### config.mk
export PLATFORM = sky130hd
export DESIGN_NAME = signed_integer_to_radix_text
export DESIGN_NICKNAME = d
export VERILOG_FILES = /design/src/rtl/sirt_pkg.sv /design/src/rtl/sirt_regs.sv /design/src/rtl/sirt_dp.sv /design/src/rtl/sirt_ctrl.sv /design/src/rtl/signed_integer_to_radix_text.sv
export SDC_FILE = /design/constraint.sdc
export NUM_CORES = 1
export LEC_CHECK = 0
export BUFFER_PORTS_ARGS = -buffer_cell sky130_fd_sc_hd__buf_4
export CORE_UTILIZATION = 45
export DETAILED_ROUTE_END_ITERATION = 7
export GPL_TIMING_DRIVEN = 0
export PLACE_DENSITY_LB_ADDON = 0.05
export SETUP_SLACK_MARGIN = 0.05
export SKIP_CTS_REPAIR_TIMING = 1
export SYNTH_ARGS = -nofsm -noshare
export SYNTH_HDL_FRONTEND = slang
export SYNTH_HIERARCHICAL = 1
export SYNTH_SLANG_ARGS = --single-unit
### constraint.sdc
create_clock -name clk -period 18.6 [get_ports clk]
set_input_delay 0.93 -clock clk [delete_from_list [all_inputs] [get_ports clk]]
set_output_delay 0.93 -clock clk [all_outputs]
set_load 0.01 [all_outputs]
### src/rtl/sirt_pkg.sv
// ----------------------------------------------------------------------------
// sirt_pkg
// Shared types, constants and helpers for the signed integer to radix text
// block: register map, command and status groups, symbol lookup.
// ----------------------------------------------------------------------------
package sirt_pkg;

	// Widths fixed by the register map and the fields
	localparam int VAL_W     = 32;
	localparam int RADIX_W   = 5;
	localparam int DIGIT_W   = 4;
	localparam int SYM_W     = 8;
	localparam int ALPH_W    = 64;
	localparam int DATA_W    = 64;
	localparam int ADDR_W    = 5;
	localparam int NUM_SYM   = 16;
	localparam int DIG_DEPTH = 32;
	localparam int DIG_IDX_W = 5;
	localparam int DIG_CNT_W = 6;
	localparam int STEP_W    = 3;

	localparam int MAX_RADIX_DEF = 16;

	// Sign characters
	localparam logic [SYM_W-1:0] SYM_PLUS  = 8'h2B;
	localparam logic [SYM_W-1:0] SYM_MINUS = 8'h2D;

	// Register indexes (byte address = 8 * index)
	localparam logic [1:0] REG_RADIX  = 2'd0;
	localparam logic [1:0] REG_ALPH_L = 2'd1;
	localparam logic [1:0] REG_ALPH_H = 2'd2;

	// Controller to datapath commands
	typedef struct packed {
		logic load;        // request accepted: latch magnitude, clear counters
		logic chk_inc;     // advance alphabet check index
		logic div_step;    // one 4-bit step of the digit divider
		logic push_sign;   // load '-' into the output register
		logic rd_issue;    // read digit buffer at current index
		logic push_digit;  // load digit symbol into the output register
	} sirt_cmd_t;

	// Datapath to controller status
	typedef struct packed {
		logic cfg_bad;   // radix out of range
		logic sym_bad;   // current symbol is a sign or repeats later
		logic chk_last;  // current symbol is the last one in use
		logic div_last;  // this divider step finishes a digit
		logic quo_zero;  // quotient after this digit is zero
		logic neg;       // value was negative
		logic rd_first;  // read index points at the least significant digit
		logic out_free;  // output register can take a symbol this cycle
	} sirt_sts_t;

	// Symbol of a digit value
	function automatic logic [SYM_W-1:0] sym_of(
		input logic [ALPH_W-1:0]  lo,
		input logic [ALPH_W-1:0]  hi,
		input logic [DIGIT_W-1:0] d
	);
		logic [ALPH_W-1:0] w;
		w = d[3] ? hi : lo;
		return w[{d[2:0], 3'b000} +: SYM_W];
	endfunction

endpackage

### src/rtl/sirt_regs.sv
// ----------------------------------------------------------------------------
// sirt_regs
// Configuration registers behind an APB-style port: radix and the two
// alphabet words. Always ready; reads return the stored values.
// ----------------------------------------------------------------------------
module sirt_regs (
	input  logic                           clk,
	input  logic                           arst_n,
	input  logic                           psel,
	input  logic                           penable,
	input  logic                           pwrite,
	input  logic [sirt_pkg::ADDR_W-1:0]    paddr,
	input  logic [sirt_pkg::DATA_W-1:0]    pwdata,
	output logic [sirt_pkg::DATA_W-1:0]    prdata,
	output logic                           pready,
	output logic [sirt_pkg::RADIX_W-1:0]   radix,
	output logic [sirt_pkg::ALPH_W-1:0]    alph_lo,
	output logic [sirt_pkg::ALPH_W-1:0]    alph_hi
);
	import sirt_pkg::*;

	logic [RADIX_W-1:0] radix_q;
	logic [ALPH_W-1:0]  alph_lo_q;
	logic [ALPH_W-1:0]  alph_hi_q;
	logic [1:0]         reg_idx;
	logic               wr_en;

	assign pready  = 1'b1;
	assign reg_idx = paddr[4:3];
	assign wr_en   = psel & penable & pwrite & pready;

	// Register writes
	always_ff @(posedge clk or negedge arst_n) begin
		if (!arst_n) begin
			radix_q   <= '0;
			alph_lo_q <= '0;
			alph_hi_q <= '0;
		end else if (wr_en) begin
			case (reg_idx)
				REG_RADIX:  radix_q   <= pwdata[RADIX_W-1:0];
				REG_ALPH_L: alph_lo_q <= pwdata;
				REG_ALPH_H: alph_hi_q <= pwdata;
				default:    ;
			endcase
		end
	end

	// Read mux
	always_comb begin
		case (reg_idx)
			REG_RADIX:  prdata = {{(DATA_W-RADIX_W){1'b0}}, radix_q};
			REG_ALPH_L: prdata = alph_lo_q;
			REG_ALPH_H: prdata = alph_hi_q;
			default:    prdata = '0;
		endcase
	end

	assign radix   = radix_q;
	assign alph_lo = alph_lo_q;
	assign alph_hi = alph_hi_q;

endmodule

### src/rtl/sirt_dp.sv
// ----------------------------------------------------------------------------
// sirt_dp
// Datapath: alphabet checker, 4-bit-per-cycle divider by the radix, digit
// buffer, and the output register with its valid/stall handshake.
// ----------------------------------------------------------------------------
module sirt_dp #(
	parameter int MAX_RADIX = sirt_pkg::MAX_RADIX_DEF
) (
	input  logic                           clk,
	input  logic                           arst_n,
	input  sirt_pkg::sirt_cmd_t            cmd,
	output sirt_pkg::sirt_sts_t            sts,
	input  logic signed [sirt_pkg::VAL_W-1:0] value,
	input  logic [sirt_pkg::RADIX_W-1:0]   radix,
	input  logic [sirt_pkg::ALPH_W-1:0]    alph_lo,
	input  logic [sirt_pkg::ALPH_W-1:0]    alph_hi,
	output logic [sirt_pkg::SYM_W-1:0]     symbol,
	output logic                           last,
	output logic                           out_valid,
	input  logic                           out_stall
);
	import sirt_pkg::*;

	logic [VAL_W-1:0]     dvd_q;
	logic [DIGIT_W-1:0]   rem_q;
	logic [STEP_W-1:0]    step_q;
	logic [DIG_CNT_W-1:0] cnt_q;
	logic [DIG_IDX_W-1:0] rd_idx_q;
	logic [DIGIT_W-1:0]   rd_q;
	logic [DIGIT_W-1:0]   chk_q;
	logic                 neg_q;
	logic                 out_valid_q;
	logic [SYM_W-1:0]     sym_q;
	logic                 last_q;
	logic [DIGIT_W-1:0]   dig_mem [DIG_DEPTH];

	logic [VAL_W-1:0]     mag;
	logic [VAL_W-1:0]     dvd_nx;
	logic [DIGIT_W-1:0]   rem_nx;
	logic [SYM_W-1:0]     chk_sym;
	logic                 dup;
	logic                 out_free;

	// Magnitude of the incoming value
	assign mag = value[VAL_W-1] ? (~$unsigned(value) + 32'd1) : $unsigned(value);

	// Alphabet check for the symbol at chk_q against all later symbols in use
	always_comb begin
		chk_sym = sym_of(alph_lo, alph_hi, chk_q);
		dup     = 1'b0;
		for (int j = 0; j < NUM_SYM; j++) begin
			if ((5'(j) > {1'b0, chk_q}) && (5'(j) < radix) &&
			    (sym_of(alph_lo, alph_hi, 4'(j)) == chk_sym))
				dup = 1'b1;
		end
	end

	// Four restoring division steps per cycle
	always_comb begin
		logic [RADIX_W-1:0] r;
		logic [RADIX_W-1:0] t;
		logic [3:0]         qb;
		r  = {1'b0, rem_q};
		qb = '0;
		for (int b = 3; b >= 0; b--) begin
			t = {r[3:0], dvd_q[28+b]};
			if (t >= radix) begin
				t     = t - radix;
				qb[b] = 1'b1;
			end
			r = t;
		end
		rem_nx = r[DIGIT_W-1:0];
		dvd_nx = {dvd_q[VAL_W-5:0], qb};
	end

	assign out_free = !out_valid_q || !out_stall;

	// Status to the controller
	always_comb begin
		sts.cfg_bad  = (radix < 5'd2) || (radix > RADIX_W'(MAX_RADIX));
		sts.sym_bad  = dup || (chk_sym == SYM_PLUS) || (chk_sym == SYM_MINUS);
		sts.chk_last = ({1'b0, chk_q} == (radix - 5'd1));
		sts.div_last = (step_q == '1);
		sts.quo_zero = (dvd_nx == '0);
		sts.neg      = neg_q;
		sts.rd_first = (rd_idx_q == '0);
		sts.out_free = out_free;
	end

	// Divider, counters and check index
	always_ff @(posedge clk or negedge arst_n) begin
		if (!arst_n) begin
			step_q   <= '0;
			cnt_q    <= '0;
			rd_idx_q <= '0;
			chk_q    <= '0;
			neg_q    <= 1'b0;
		end else begin
			if (cmd.load) begin
				step_q <= '0;
				cnt_q  <= '0;
				chk_q  <= '0;
				neg_q  <= value[VAL_W-1];
			end
			if (cmd.chk_inc)
				chk_q <= chk_q + 4'd1;
			if (cmd.div_step) begin
				step_q <= step_q + 3'd1;
				if (sts.div_last) begin
					cnt_q    <= cnt_q + 6'd1;
					rd_idx_q <= cnt_q[DIG_IDX_W-1:0];
				end
			end
			if (cmd.push_digit && !sts.rd_first)
				rd_idx_q <= rd_idx_q - 5'd1;
		end
	end

	// Dividend and partial remainder
	always_ff @(posedge clk) begin
		if (cmd.load) begin
			dvd_q <= mag;
			rem_q <= '0;
		end else if (cmd.div_step) begin
			dvd_q <= dvd_nx;
			rem_q <= sts.div_last ? '0 : rem_nx;
		end
	end

	// Digit buffer, least significant digit first
	always_ff @(posedge clk) begin
		if (cmd.div_step && sts.div_last)
			dig_mem[cnt_q[DIG_IDX_W-1:0]] <= rem_nx;
		if (cmd.rd_issue)
			rd_q <= dig_mem[rd_idx_q];
	end

	// Output register
	always_ff @(posedge clk or negedge arst_n) begin
		if (!arst_n)
			out_valid_q <= 1'b0;
		else if (cmd.push_sign || cmd.push_digit)
			out_valid_q <= 1'b1;
		else if (!out_stall)
			out_valid_q <= 1'b0;
	end

	always_ff @(posedge clk) begin
		if (cmd.push_sign) begin
			sym_q  <= SYM_MINUS;
			last_q <= 1'b0;
		end else if (cmd.push_digit) begin
			sym_q  <= sym_of(alph_lo, alph_hi, rd_q);
			last_q <= sts.rd_first;
		end
	end

	assign symbol    = sym_q;
	assign last      = last_q;
	assign out_valid = out_valid_q;

	// A symbol is only loaded when the output register is free
	a_push_free: assert property (@(posedge clk) disable iff (!arst_n)
		(cmd.push_sign || cmd.push_digit) |-> out_free)
		else $error("symbol pushed over a pending result");

	// Digit count stays within the buffer
	a_cnt_range: assert property (@(posedge clk) disable iff (!arst_n)
		cnt_q <= 6'(DIG_DEPTH))
		else $error("digit count overflow");

	// Partial remainder is always below the radix while dividing
	a_rem_range: assert property (@(posedge clk) disable iff (!arst_n)
		cmd.div_step |-> ({1'b0, rem_q} < radix))
		else $error("remainder not below radix");

endmodule

### src/rtl/sirt_ctrl.sv
// ----------------------------------------------------------------------------
// sirt_ctrl
// Controller: sequences alphabet check, digit division and symbol output
// for one request at a time.
// ----------------------------------------------------------------------------
module sirt_ctrl (
	input  logic                clk,
	input  logic                arst_n,
	input  logic                in_valid,
	output logic                in_stall,
	output sirt_pkg::sirt_cmd_t cmd,
	input  sirt_pkg::sirt_sts_t sts
);
	import sirt_pkg::*;

	typedef enum logic [5:0] {
		ST_IDLE  = 6'b000001,
		ST_CHECK = 6'b000010,
		ST_DIV   = 6'b000100,
		ST_SIGN  = 6'b001000,
		ST_LOAD  = 6'b010000,
		ST_PUSH  = 6'b100000
	} state_t;

	state_t state_q;
	state_t state_nx;

	assign in_stall = (state_q != ST_IDLE);

	// Next state and commands
	always_comb begin
		state_nx = state_q;
		cmd      = '0;
		case (state_q)
			ST_IDLE: begin
				if (in_valid) begin
					cmd.load = 1'b1;
					state_nx = ST_CHECK;
				end
			end
			ST_CHECK: begin
				if (sts.cfg_bad || sts.sym_bad)
					state_nx = ST_IDLE;
				else if (sts.chk_last)
					state_nx = ST_DIV;
				else
					cmd.chk_inc = 1'b1;
			end
			ST_DIV: begin
				cmd.div_step = 1'b1;
				if (sts.div_last && sts.quo_zero)
					state_nx = sts.neg ? ST_SIGN : ST_LOAD;
			end
			ST_SIGN: begin
				if (sts.out_free) begin
					cmd.push_sign = 1'b1;
					state_nx      = ST_LOAD;
				end
			end
			ST_LOAD: begin
				cmd.rd_issue = 1'b1;
				state_nx     = ST_PUSH;
			end
			ST_PUSH: begin
				if (sts.out_free) begin
					cmd.push_digit = 1'b1;
					state_nx       = sts.rd_first ? ST_IDLE : ST_LOAD;
				end
			end
			default: state_nx = ST_IDLE;
		endcase
	end

	always_ff @(posedge clk or negedge arst_n) begin
		if (!arst_n)
			state_q <= ST_IDLE;
		else
			state_q <= state_nx;
	end

	// Sign goes out before any digit, and only for negative values
	a_sign_neg: assert property (@(posedge clk) disable iff (!arst_n)
		cmd.push_sign |-> sts.neg)
		else $error("sign pushed for non-negative value");

	// The final digit returns the controller to idle
	a_last_idle: assert property (@(posedge clk) disable iff (!arst_n)
		(cmd.push_digit && sts.rd_first) |=> (state_q == ST_IDLE))
		else $error("controller busy after final symbol");

	// A request is taken only in idle
	a_load_idle: assert property (@(posedge clk) disable iff (!arst_n)
		cmd.load |-> !in_stall)
		else $error("request loaded while busy");

endmodule

### src/rtl/signed_integer_to_radix_text.sv
// ----------------------------------------------------------------------------
// signed_integer_to_radix_text
// One request at a time: an accept step, the alphabet check over the symbols in use,
// a division per digit (4 quotient bits a cycle), a buffer read and a push per digit
// symbol, a sign push for negative values, plus stalls. Worst case: radix 2, most
// negative value. A rejected setting ends after the check. Reset clears config to 0.
// ----------------------------------------------------------------------------
module signed_integer_to_radix_text #(
	parameter int MAX_RADIX = sirt_pkg::MAX_RADIX_DEF
) (
	input  logic                               clk,
	input  logic                               arst_n,
	input  logic                               psel,
	input  logic                               penable,
	input  logic                               pwrite,
	input  logic [sirt_pkg::ADDR_W-1:0]        paddr,
	input  logic [sirt_pkg::DATA_W-1:0]        pwdata,
	output logic [sirt_pkg::DATA_W-1:0]        prdata,
	output logic                               pready,
	input  logic                               in_valid,
	output logic                               in_stall,
	input  logic signed [sirt_pkg::VAL_W-1:0]  value,
	output logic                               out_valid,
	input  logic                               out_stall,
	output logic [sirt_pkg::SYM_W-1:0]         symbol,
	output logic                               last
);
	import sirt_pkg::*;

	logic [RADIX_W-1:0] radix;
	logic [ALPH_W-1:0]  alph_lo;
	logic [ALPH_W-1:0]  alph_hi;
	sirt_cmd_t          cmd;
	sirt_sts_t          sts;

	// Configuration registers
	sirt_regs u_regs (
		.clk     (clk),
		.arst_n  (arst_n),
		.psel    (psel),
		.penable (penable),
		.pwrite  (pwrite),
		.paddr   (paddr),
		.pwdata  (pwdata),
		.prdata  (prdata),
		.pready  (pready),
		.radix   (radix),
		.alph_lo (alph_lo),
		.alph_hi (alph_hi)
	);

	// Sequencer
	sirt_ctrl u_ctrl (
		.clk      (clk),
		.arst_n   (arst_n),
		.in_valid (in_valid),
		.in_stall (in_stall),
		.cmd      (cmd),
		.sts      (sts)
	);

	// Datapath
	sirt_dp #(
		.MAX_RADIX (MAX_RADIX)
	) u_dp (
		.clk       (clk),
		.arst_n    (arst_n),
		.cmd       (cmd),
		.sts       (sts),
		.value     (value),
		.radix     (radix),
		.alph_lo   (alph_lo),
		.alph_hi   (alph_hi),
		.symbol    (symbol),
		.last      (last),
		.out_valid (out_valid),
		.out_stall (out_stall)
	);

endmodule
==> impl_metrics.json <==
{
  "syn_area_per_cell_um2": 12.4,
  "final-max-slew-violation-count": 0,
  "grt_pass1_wl_um": 106000,
  "critPathRequiredTime_ps": 19010,
  "grt.total_usage_pct": 31.0,
  "cell_with_the_most_instances_after_synthesis": "sky130_fd_sc_hd__edfxtp_1",
  "num_ports": 184,
  "final_layout_size_suffix_gt1_share_pct": 30.1,
  "category_of_the_worst_setup_path_launch_point": "flop",
  "root_buffer": "sky130_fd_sc_hd__clkbuf_16",
  "synth_area_mm2": 0.0208,
  "startpoint_to_endpoint_class_of_the_critical_path": "reg2reg",
  "synth.net_count": 1825,
  "synth-edff-count": 164,
  "dp_hpwl_um": 54600,
  "numClockSinks": 335,
  "yosysUniqueCellTypes": 90,
  "synth.top_cells.by_area": "sky130_fd_sc_hd__edfxtp_1 24%, sky130_fd_sc_hd__dfrtp_1 19%, sky130_fd_sc_hd__mux4_2 11%",
  "width_of_the_chip_um": 217,
  "tightestPinTransition_ps": 1230,
  "detail_route.wirelength_um": 72800,
  "path_max_fanout": 20,
  "gp_congestion": 1.06,
  "timing.critical_path.to_type": "flop",
  "met3WireLength_um": 4100,
  "critical-path-top-cell-by-count": "sky130_fd_sc_hd__a21o_1",
  "clock_latency_ps": 590,
  "ys.warnings.count": 6,
  "floorplan.core_area_mm2": 0.0455,
  "worst_clock_skew_ps": 20.2,
  "tritoncts_buffers": 38,
  "syn_inst": 1680,
  "initial_utilization_pct": 45.8,
  "clock_tree.buffer_depth": 3,
  "maximum_frequency_from_static_timing_analysis_mhz": 104,
  "detailroute.via_count": 15500,
  "power_density_mw_per_mm2": 213,
  "route.met2.wl_um": 34900,
  "critical-path-slowest-cell": "sky130_fd_sc_hd__a21oi_1",
  "cts.htree.levels": 2,
  "chipHeight_um": 217,
  "finalSetupViolCount": 0,
  "power.static_leakage_nw": 9.64,
  "synth_top_area_share_pct": 23.6,
  "period_minus_slack_ps": 9650,
  "first_pass_iters": 6,
  "postRouteAntennaNets": 0,
  "clkSlewWorstSetupHoldPaths_ps": 60,
  "met1_length_um": 29500,
  "overflow": 0,
  "rows": 78,
  "timing.critical_path.arrival_ps": 10060,
  "min-delay-path-class": "in2async",
  "yosys.area.top_type": "sky130_fd_sc_hd__edfxtp_1",
  "timing.critical_path.slowest_cell_delay_ps": 780,
  "fin_setup_tns_ps": 0,
  "final.fill_count": 3970,
  "postSynth.topFlopCell": "sky130_fd_sc_hd__edfxtp_1",
  "power.ir.vdd_worst_mv": 0.413,
  "number_of_antenna_violations_at_the_first_check_in_global_routing": 0,
  "seq_area_frac_synth_pct": 43.9,
  "layout.nets": 2046,
  "grt_start_max_net_pins": 95,
  "count_of_max_cap_constraint_violations": 0,
  "fp.dieArea_mm2": 0.0472,
  "status": "complete, no violations",
  "cts_tree": "yes",
  "routedWlPerCell_um": 28.8,
  "worst_hold_slack_ps": 286,
  "rsz_0062_raised_after_global_routing": "no",
  "top_layer": "met4",
  "postSynthRegisterBits": 335,
  "yosys-top-cells-count": "164 x sky130_fd_sc_hd__edfxtp_1, 157 x sky130_fd_sc_hd__dfrtp_1, 118 x sky130_fd_sc_hd__nor2_1, 105 x sky130_fd_sc_hd__mux4_2, 94 x sky130_fd_sc_hd__mux2_2",
  "port-buffer-count": 177,
  "via_count_of_the_first_global_routing_pass": 15600,
  "area_delta_synth_final_pct": 16.8,
  "async_reset_ff_share_pct": 47.2,
  "post-route-drc-count": 0,
  "detailed_route_vias_per_instance": 6.11,
  "maxSlewHeadroom_pct": 17.8,
  "final-hold-violation-count": 0,
  "post-route-period-util_pct": 51.9,
  "detailedRoute.firstIterationViolations": 1256
}
[final timing paths]
kind,from,endpoint,slack (ps),cells after the start
setup reg to reg,u_regs/radix[1]$_DFFE_PN0P_,u_dp/dig_mem[20][2]$_DFFE_PP_,8950,34
min in group clk,u_dp/step_q[0]$_DFFE_PN0P_,u_dp/step_q[0]$_DFFE_PN0P_,500,1
max in group asynchronous,arst_n,u_regs/alph_lo[63]$_DFFE_PN0P_,17410,2
hold reg to reg,u_dp/step_q[0]$_DFFE_PN0P_,u_dp/step_q[0]$_DFFE_PN0P_,500,1
setup / recovery,u_regs/radix[1]$_DFFE_PN0P_,u_dp/dig_mem[20][2]$_DFFE_PP_,8950,34
hold / removal,arst_n,u_regs/alph_lo[15]$_DFFE_PN0P_,290,1
[report_power, final]
part,switching [W],internal (W)
clock network,0.000316,0.000443
logic,0.00160,0.000938
registers,0.000189,0.00170
[metrics by stage]
stage	cells	util, %	total power [W]	area [um2]	setup slack (ps)
CTS	2530	53.5	0.00525	24300	8890
detailed placement	2461	50.7	0.00447	23000	8950
global route	2530	53.5	0.00549	24300	8310
global placement	2457	50.4	0.00349	22900	6260
floorplan	1680	-	0.00320	20800	9770
finish	2531	53.5	0.00519	24300	8950
[area by class of cell]
type	instances	area (um2)	area share (%)
clock buffers	54	1090	4.49
repair buffers	181	1420	5.84
inverters	43	161	0.664
plain buffers	117	664	2.73
diodes	1	2.50	0.0103
multi-input cells	1185	10900	44.8
flip-flops and latches	335	9140	37.6
well taps	600	751	3.09
clock inverters	15	185	0.761
[sequential cells by signal (all words and copies together), names as in the netlist]
| name | cells |
|---|---|
| u_dp/rem_q | 4 |
| u_dp/dvd_q | 32 |
| u_dp/chk_q | 4 |
| u_dp/rd_idx_q | 5 |
| u_regs/alph_lo | 64 |
| u_dp/dig_mem | 128 |
| u_regs/radix | 5 |
| u_dp/rd_q | 4 |
| u_ctrl/state_q | 6 |
| u_dp/neg_q | 1 |
| u_dp/step_q | 3 |
| u_dp/cnt_q | 5 |
| u_dp/out_valid | 1 |
| u_dp/symbol | 8 |
| u_dp/last | 1 |
| u_regs/alph_hi | 64 |
[kinds of logic after synthesis]
| kind of cell | after synthesis | share of synthesized area (%) |
|---|---|---|
| other cells | 1 | 0.0180 |
| fa+ha+maj | 38 | 2.41 |
| compound gates | 289 | 9.72 |
| buf+inv | 160 | 3.96 |
| flops | 335 | 43.9 |
| simple gates | 365 | 8.75 |
| xor+xnor | 183 | 7.69 |
| mux | 309 | 23.6 |
[routing by layer]
metal  vias to the layer above  track usage [%]
li1                       6805                -
met1                      7867             38.8
met2                       591             50.9
met5                         -                0
met3                       194             5.23
met4                         0             17.2
[cell usage in the layout (no fill, tap or decap), types with 24 or more instances in the layout]
master / instances
sky130_fd_sc_hd__a21oi_1: 69
sky130_fd_sc_hd__a22o_1: 62
sky130_fd_sc_hd__buf_4: 183
sky130_fd_sc_hd__clkbuf_1: 61
sky130_fd_sc_hd__clkbuf_16: 38
sky130_fd_sc_hd__dfrtp_1: 157
sky130_fd_sc_hd__edfxtp_1: 164
sky130_fd_sc_hd__ha_1: 33
sky130_fd_sc_hd__inv_1: 41
sky130_fd_sc_hd__mux2_2: 94
sky130_fd_sc_hd__mux2_4: 61
sky130_fd_sc_hd__mux2i_1: 39
sky130_fd_sc_hd__mux4_2: 105
sky130_fd_sc_hd__nand2_1: 73
sky130_fd_sc_hd__nand3_1: 24
sky130_fd_sc_hd__nor2_1: 118
sky130_fd_sc_hd__nor3_1: 27
sky130_fd_sc_hd__nor4_1: 25
sky130_fd_sc_hd__o21ai_0: 45
sky130_fd_sc_hd__xnor2_1: 90
sky130_fd_sc_hd__xor2_1: 93
[critical path: cells and delay by family (launching register included)]
family / cells / cell delay, ps
AO/OA/AOI/OAI: 17 / 4290
adder cells (fa/ha/maj): 4 / 1270
buffers and inverters: 7 / 1800
flip-flops: 1 / 590
multiplexers: 2 / 820
AND/OR/NAND/NOR: 4 / 660
Note: power is estimated with default switching activity, not from simulation.
